File: src/rtl/ccir_div.sv
module ccir_div #(
    parameter int LANES  = 1,
    parameter int NUM_W  = 8,
    parameter int DEN_W  = 8,
    parameter int Q_W    = 8,
    parameter int SIDE_W = 1
) (
    input  logic                          clk,
    input  logic                          rst_n,
    input  logic                          en,
    input  logic                          in_valid,
    input  logic [LANES-1:0][NUM_W-1:0]   in_num,
    input  logic [DEN_W-1:0]              in_den,
    input  logic [SIDE_W-1:0]             in_side,
    output logic                          out_valid,
    output logic [LANES-1:0][Q_W-1:0]     out_quo,
    output logic [SIDE_W-1:0]             out_side
);

    // Every lane shares the divisor; each quotient must stay below 2^Q_W.
    localparam int CMP_W = DEN_W + Q_W;

    logic                          vld_reg  [Q_W];
    logic [LANES-1:0][NUM_W-1:0]   rem_reg  [Q_W];
    logic [LANES-1:0][Q_W-1:0]     quo_reg  [Q_W];
    logic [DEN_W-1:0]              den_reg  [Q_W];
    logic [SIDE_W-1:0]             side_reg [Q_W];

    // One quotient bit per stage, most significant first.
    for (genvar s = 0; s < Q_W; s++) begin : g_step
        localparam int BIT = Q_W - 1 - s;

        logic                        vld_in;
        logic [LANES-1:0][NUM_W-1:0] rem_in;
        logic [LANES-1:0][NUM_W-1:0] rem_next;
        logic [LANES-1:0][Q_W-1:0]   quo_in;
        logic [LANES-1:0][Q_W-1:0]   quo_next;
        logic [DEN_W-1:0]            den_in;
        logic [SIDE_W-1:0]           side_in;
        logic [CMP_W-1:0]            trial;

        if (s == 0) begin : g_first
            assign vld_in  = in_valid;
            assign rem_in  = in_num;
            assign quo_in  = '0;
            assign den_in  = in_den;
            assign side_in = in_side;
        end
        else begin : g_chain
            assign vld_in  = vld_reg[s-1];
            assign rem_in  = rem_reg[s-1];
            assign quo_in  = quo_reg[s-1];
            assign den_in  = den_reg[s-1];
            assign side_in = side_reg[s-1];
        end

        // Restoring step against the shifted divisor.
        always_comb
        begin
            trial    = CMP_W'(den_in) << BIT;
            rem_next = rem_in;
            quo_next = quo_in;
            for (int l = 0; l < LANES; l++)
            begin
                if (CMP_W'(rem_in[l]) >= trial)
                begin
                    rem_next[l]      = rem_in[l] - trial[NUM_W-1:0];
                    quo_next[l][BIT] = 1'b1;
                end
            end
        end

        always_ff @(posedge clk or negedge rst_n)
        begin
            if (!rst_n)
                vld_reg[s] <= 1'b0;
            else if (en)
                vld_reg[s] <= vld_in;
        end

        always_ff @(posedge clk)
        begin
            if (en)
            begin
                rem_reg[s]  <= rem_next;
                quo_reg[s]  <= quo_next;
                den_reg[s]  <= den_in;
                side_reg[s] <= side_in;
            end
        end
    end

    assign out_valid = vld_reg[Q_W-1];
    assign out_quo   = quo_reg[Q_W-1];
    assign out_side  = side_reg[Q_W-1];

endmodule

File: config.mk
export PLATFORM = sky130hd
export DESIGN_NAME = ccir_div
export DESIGN_NICKNAME = d
export VERILOG_FILES = /design/src/rtl/ccir_div.sv
export SDC_FILE = /design/constraint.sdc
export NUM_CORES = 1
export LEC_CHECK = 0
export BUFFER_PORTS_ARGS = -buffer_cell sky130_fd_sc_hd__buf_2
export CELL_PAD_IN_SITES_DETAIL_PLACEMENT = 1
export CELL_PAD_IN_SITES_GLOBAL_PLACEMENT = 1
export CORE_UTILIZATION = 40
export DETAILED_ROUTE_END_ITERATION = 8
export PLACE_DENSITY_LB_ADDON = 0.1
export SLEW_MARGIN = 20
export SYNTH_ARGS = -nofsm -noshare
export SYNTH_HDL_FRONTEND = slang
export SYNTH_SLANG_ARGS = --single-unit
File: constraint.sdc
create_clock -name clk -period 3.4 [get_ports clk]
set_input_delay 0.51 -clock clk [delete_from_list [all_inputs] [get_ports clk]]
set_output_delay 0.51 -clock clk [all_outputs]
set_load 0.01 [all_outputs]
Yosys cells after proc, flatten, opt, wreduce, memory -nomap -nowiden
Memories as Yosys holds them, arrays and structs flattened.
Cells that the tools add are included.
W data, S select, Z words.
Storage, ports and cells
  bits in writable memories: 200
  flip-flop bits (word level): 8
  memories kept: 4
  word-level logic and storage cells: 46
  output and inout bits: 10
  input port bits: 21
Memories
  den_reg: words 8, bits a word 8, read ports 7, clocked after Yosys merged registers in 0, wr ports 8, RTL line 26  | logic [DEN_W-1:0] den_reg [Q_W];
  quo_reg: words 8, bits a word 8, read ports 8, clocked after Yosys merged registers in 0, wr ports 8, RTL line 25  | logic [LANES-1:0][Q_W-1:0] quo_reg [Q_W];
  rem_reg: words 8, bits a word 8, read ports 7, clocked after Yosys merged registers in 0, wr ports 8, RTL line 24  | logic [LANES-1:0][NUM_W-1:0] rem_reg [Q_W];
  side_reg: words 8, bits a word 1, read ports 8, clocked after Yosys merged registers in 0, wr ports 8, RTL line 27  | logic [SIDE_W-1:0] side_reg [Q_W];
Operators by class
  mux-type cells: 18
  add/sub/neg operators: 8
  magnitude comparators: 8
Operators by type and width (count)
  $mux W8: 8
  $sub A8 B8 Y8: 8
  $ge A8 B15 Y1: 1
  $ge A8 B14 Y1: 1
  $ge A8 B13 Y1: 1
  $ge A8 B12 Y1: 1
  $ge A8 B11 Y1: 1
  $ge A8 B10 Y1: 1
  $mux W1: 10
  $ge A8 B9 Y1: 1
  $ge A8 B8 Y1: 1

Longest topological paths before layout
Gate-level depths: netlist (run 1).
An unclocked memory read counts as a cell.
  word-level depth: 3
  depth in mapped cells: 10
  gate-level depth less buffers: 9

Least setup slack after synthesis (run 1)
OpenSTA, ideal clock, no wires.
  path type: reg-to-reg
  start: memory den_reg[5][0]
  end: memory rem_reg[6][5] in the netlist's numbering (data pin)
  arrival: 2.094 ns
  slack: 1.046 ns
  setup time: 0.260 ns
  period minus slack after synthesis: 2.354 ns
  data required time: 3.140 ns
  stages on the path, launching flop included: 9
  path buffers: 1
  cells stage by stage: edfxtp_1 ha_1 fa_1 nand2b_1 a21oi_1 o21ai_0 and2_0 buf_2 mux2_2
RTL lines (RTL line)
  start: declaration: 26
  end: declaration: 24

==> reports/metrics.yaml, run 1 <==
yosys:
  synth-compound-area-share_pct: 6.000
  muxShareOfSynthArea_pct: 3.847
  synth_seq_cells: 164
  synth_cells: 417
  netlist_area_um2: 6798
  yosysUniqueCellTypes: 51
  async_reset_ff_share_pct: 4.878
  yosysSeqAreaShare_pct: 71.86
  synthSimpleGateAreaFrac_pct: 5.577
  syn_avg_cell_area_um2: 16.30
  synth-edff-count: 156
  synth-adder-area-share_pct: 8.393
  synth_warnings: 0
  synth_top_family_by_area: "adder cells"
  synth_xor_xnor_area_share_pct: 1.160
  synthesis.nets: 480
  synth-main-ff-cell: "edfxtp_1"
outcome:
  status: "finished, final reports clean"
finish:
  design_area_um2: 7795
  layout-drive-gt1-share_pct: 17.29
  layout-area-overhead-vs-synth_pct: 14.67
  final_util_pct: 47.00
  num_antenna_cells: 0
  final_nets: 530
worst_setup_path:
  max_stage_delay_ns: 0.40
  path_max_fanout: 6
  path_class: "reg -> reg"
  startpoint_type: "flop"
  end_kind: "flop"
  crit_arrival_ns: 2.80
  worstPathRequired_ns: 3.56
  crit_chain: "inv_1 -> ha_1 -> fa_1 -> nand2b_1 -> a21oi_1 -> o21ai_0 -> and2_0 -> mux2_2"
  cpMaxStageDelayCell: "fa_1"
pwr:
  ir_worst_vdd_mv: 0.3356
  powerDensity_nw_per_um2: 585.5
  p_leak_nw: 2.991
  sw_frac_of_total_pct: 23.31
  net-switching-power_mw: 1.064
  combPwrFrac_pct: 8.4
  p_clk_share_pct: 37.7
  p_int_mw: 3.500
  pwr-share-seq_pct: 53.9
sta:
  worstMarginPinSlew_ns: 0.6366
  fin_tns_setup_ns: 0
  report.final.hold_viol_count: 0
  grt_setup_unrepaired: "false"
  setup_ws_ns: 0.7586
  clock_skew_ns: 0.008303
  fin_crit_sh_pct: 77.69
  max_freq_mhz: 378.6
  setup_viol: 0
  relSlewSlack_pct: 57.56
  drv_slew: 0
  min_period_ns: 2.641
placement:
  place_area_um2: 7256
  portBuffers: 30
  globalplace.congestion: 0.8027
  dpl_worst_slack_ns: 0.7691
  dp_hpwl_um: 7781
clocking:
  cts_resized: 0
  ctsLongestPathBuffers: 2
  cts_sinks: 164
  cts_buffers: 17
  htree_levels: 4
  cts_tree: "yes"
  cts_post_setup_buffers_inserted: 0
  clkTransAtPathRegs_ns: 0.06
  clk_latency_ns: 0.41
  clockRootBuffer: "clkbuf_16"
detailed_routing:
  ant_nets: 0
  wl_per_cell_um: 15.82
  drc: 0
  via_per_inst: 4.924
  drt_first_iter_violations: 86
  wirelength_um: 11070
  first_pass_iters: 4
  vias: 3447
global_route:
  grt_overflow_total: 0
  grt_pass1_wl_um: 18380
  antenna_found_initial: 0
  grt_pass1_vias: 3840
  grt_max_degree: 68
  grt_use_total_pct: 13.95
floorplan:
  die_area_um2: 17520
  initial_utilization_pct: 40.99
  die_w_um: 132.4
  core-area_um2: 16580
  io_pins: 31
  core.rowCount: 47
  die_h_um: 132.4
job:
  maxCapViolCount: 0
worst_hold_path:
  hold_path.class: "in -> reg"
[kinds of logic after synthesis]
group	Yosys count
DFF	164
and+or+nand+nor	63
AOI/OAI and AO/OA	58
buffers and inverters	57
adders and majority gates	42
muxes	24
xor gates and xnor gates	9
[final timing paths]
check / startpoint / to / slack [ns] / depth (start not counted)
max: rem_reg[5][1] / rem_reg[6][5] / 0.76 / 8
min: in_side / side_reg[0][0] / 0.27 / 1
max reg2reg: rem_reg[5][1] / rem_reg[6][5] / 0.76 / 8
min reg2reg: quo_reg[1][20] / quo_reg[1][28] / 0.42 / 0
max in group asynchronous: rst_n / g_step[2].vld_in / 2.77 / 2
min in group asynchronous: rst_n / out_valid / 0.47 / 2
[synth_stat cells (all sizes together), types with 4 or more instances]
master	n	area, um2
edfxtp	156	4684
inv	53	198.9
ha	36	450.4
o21ai	17	85.08
mux2	14	161.4
a21oi	13	65.06
mux2i	10	100.1
dfrtp	8	200.2
nand2	8	30.03
nor2	8	30.03
nand2b	7	43.79
xnor2	7	61.31
fa	6	120.1
nand3	6	30.03
nor2b	6	37.54
a21o	5	37.54
nor4	5	31.28
a211oi	4	30.03
nor3	4	31.28
[cell type report]
| class | count | area [um2] |
|---|---|---|
| clock buffer | 18 | 429.2 |
| multi-input combinational | 196 | 1698 |
| sequential | 164 | 4885 |
| fill | 1647 | 8788 |
| timing repair buffer | 35 | 209.0 |
| clock inverter | 14 | 100.1 |
| tap | 220 | 275.3 |
| inverter | 53 | 198.9 |
[worst max-delay path: cells and delay by family, from the launching register on]
kind / cells / cell delay [ns]
AOI/OAI and AO/OA: 2 / 0.53
adders and majority gates: 2 / 0.61
buffers and inverters: 1 / 0.06
DFF: 1 / 0.37
muxes: 1 / 0.31
and+or+nand+nor: 2 / 0.52
[metal layers]
metal | global-route usage (%) | wire, um | up-vias
met4 | 6.450 | 216 | 0
met2 | 27.60 | 6550 | 43
met3 | 3.922 | 247 | 16
met5 | 0 | 0 | -
li1 | - | - | 1667
met1 | 12.97 | 4058 | 1721
[metrics by stage]
step	hold slack [ns]	cells	power, mW
2_1_floorplan	0.2144	417	2.731
3_5_place_dp	0.3623	667	2.896
5_1_grt	0.2496	700	4.766
6_report	0.2712	700	4.564
4_1_cts	0.2520	700	4.638
3_3_place_gp	0.3510	667	2.872
[placed cells by master (no fill, tap or decap), types with 4 or more instances in the layout]
cell type and count:
a211oi_1 4, a21o_1 5, a21oi_1 13, buf_2 29, clkbuf_16 17, dfrtp_1 8, edfxtp_1 156, fa_1 6
ha_1 36, inv_1 53, inv_6 4, mux2_2 13, mux2i_1 10, nand2_1 8, nand2b_1 7, nand3_1 6
nor2_1 8, nor2b_1 6, nor4_1 5, o21ai_0 17, xnor2_1 7
[power groups by stage]
stage / sequential [mW] / clock [mW] / combinational [mW]
2_1_floorplan: 2.49 / 0 / 0.245
3_3_place_gp: 2.50 / 0 / 0.374
3_5_place_dp: 2.51 / 0 / 0.389
4_1_cts: 2.46 / 1.78 / 0.393
5_1_grt: 2.48 / 1.85 / 0.438
6_report: 2.46 / 1.72 / 0.383
[what timing repair did]
action,4_1_cts,5_1_grt
hold endpoints to repair,8,0
setup endpoints to repair,0,0
hold buffers,1,0
Note: power is estimated with default switching activity, not from simulation.
==> inputs of run 2 (changes only) <==
Clock period 3.4 ns to 2.4 ns, I/O delays scaled along.
==> reports/metrics.yaml, run 2 (synthesis results as in run 1) <==
job:
  maxCapViolCount: 0
sta:
  setup_ws_ns: 0.08053
  clock_skew_ns: 0.006940
  min_period_ns: 2.319
  drv_slew: 0
  relSlewSlack_pct: 68.51
  report.final.hold_viol_count: 0
  fin_crit_sh_pct: 96.64
  setup_viol: 0
  max_freq_mhz: 431.1
  worstMarginPinSlew_ns: 0.4723
finish:
  register_area_um2: 4885
  design_area_um2: 7896
  layout-drive-gt1-share_pct: 19.55
  fillers: 1661
  num_antenna_cells: 0
  layout-area-overhead-vs-synth_pct: 16.16
  multi_input_area_um2: 1717
  final_nets: 536
  final_common_cell: "edfxtp_1"
  final_cell_mix: "edfxtp_1 (156), inv_1 (53), ha_1 (36), buf_2 (29), clkbuf_16 (17)"
detailed_routing:
  first_pass_iters: 4
  drt_first_iter_violations: 153
  ant_nets: 0
  wirelength_um: 10820
  vias: 3449
  wl_per_cell_um: 15.32
  via_per_inst: 4.885
  drc: 0
outcome:
  status: "finished, final reports clean"
worst_setup_path:
  rr_worst_depth: 6
  cp_top_family: "simple AND/OR/NAND/NOR gates"
  max_stage_delay_ns: 0.48
  rrSetupSlack_ns: 0.08
  rr_endpoint: "rem_reg[2][7]"
  path_max_fanout: 2
  crit_chain: "ha_1 -> or4b_4 -> o41ai_2 -> a21oi_2 -> nor3_4 -> mux2_4"
  startpoint_type: "flop"
  crit_arrival_ns: 2.48
  timing.rr.start: "den_reg[1][0]"
  cpMaxStageDelayCell: "or4b_4"
  worstPathRequired_ns: 2.56
  end_kind: "flop"
  crit_buf_inv: 0
  path_class: "reg -> reg"
placement:
  place_area_um2: 7313
  dpl_worst_slack_ns: -0.01625
  globalplace.congestion: 0.8251
  dp_hpwl_um: 7607
  portBuffers: 30
floorplan:
  initial_utilization_pct: 40.99
  core.rowCount: 47
  die_h_um: 132.4
  io_pins: 31
  core-area_um2: 16580
  die_area_um2: 17520
  die_w_um: 132.4
pwr:
  p_int_mw: 5.073
  ir_worst_vdd_mv: 0.4562
  p_clk_share_pct: 38.6
  net-switching-power_mw: 1.520
  pwr-share-seq_pct: 52.9
  sw_frac_of_total_pct: 23.06
  powerDensity_nw_per_um2: 835.0
  combPwrFrac_pct: 8.6
  p_leak_nw: 3.040
global_route:
  grt_max_degree: 59
  grt_overflow_total: 0
  antenna_found_initial: 0
  grt_pass1_vias: 3714
  grt_use_total_pct: 13.43
  grt_pass1_wl_um: 17640
worst_hold_path:
  hold_path.class: "in -> reg"
  hold_end: "side_reg[0][0]"
  min_path_cells: 1
  hold_start: "in_side"
clocking:
  cts_sinks: 164
  clk_latency_ns: 0.42
  cts_buffers: 17
  clkTransAtPathRegs_ns: 0.06
  clockRootBuffer: "clkbuf_16"
  htree_levels: 4
  cts_post_setup_buffers_inserted: 0
  ctsLongestPathBuffers: 2
  cts_tree: "yes"
run 2: layout make-up:
type	instances	area share (%)
Sequential cell	164	61.86
Inverter	53	2.519
Clock buffer	17	5.387
Timing Repair Buffer	41	3.375
Tap cell	220	3.486
Clock inverter	15	1.632
Multi-Input combinational cell	196	21.74
run 2: what timing repair did:
item,CTS,global route
resized for setup,1,7
setup endpoints to repair,1,5
endpoints found under the hold margin,8,0
hold buffers,1,0
run 2: power groups by stage:
stage	Sequential, mW	Combinational [mW]	Clock, mW
2_1_floorplan	3.52	0.347	0
3_3_place_gp	3.54	0.539	0
3_5_place_dp	3.55	0.562	0
4_1_cts	3.49	0.569	2.62
5_1_grt	3.51	0.634	2.73
6_report	3.49	0.564	2.54
run 2: stage by stage:
step | setup TNS [ns] | util (%) | total power [mW] | hold WS (ns) | std cells
global route | -0.01458 | 47.62 | 6.876 | 0.08604 | 706
finish | 0 | 47.62 | 6.593 | 0.1156 | 706
detailed placement | -0.01625 | 44.10 | 4.113 | 0.2121 | 673
global placement | 0 | 44.10 | 4.077 | 0.2009 | 673
CTS | 0 | 47.50 | 6.680 | 0.08999 | 706
floorplan | 0 | - | 3.868 | 0.06441 | 417
run 2: how the worst max path moves through the flow:
stage | to | cells after the start | from | slack [ns]
after floorplan | rem_reg[6][5] | 8 | den_reg[5][0] | 0.05
after global placement | rem_reg[6][4] | 8 | rem_reg[5][1] | 0.05
after detailed placement | rem_reg[5][5] | 10 | rem_reg[4][2] | -0.02
after CTS | rem_reg[6][6] | 8 | rem_reg[5][1] | 0.02
after global routing | rem_reg[2][7] | 6 | den_reg[1][0] | -0.01
final | rem_reg[2][7] | 6 | den_reg[1][0] | 0.08
run 2: layer usage:
| layer | share of wire (%) | GRT usage [%] |
|---|---|---|
| met1 | 38 | 12.80 |
| met2 | 56 | 25.50 |
| met3 | 2.6 | 4.191 |
| met4 | 3.0 | 7.088 |
| met5 | 0 | 0 |
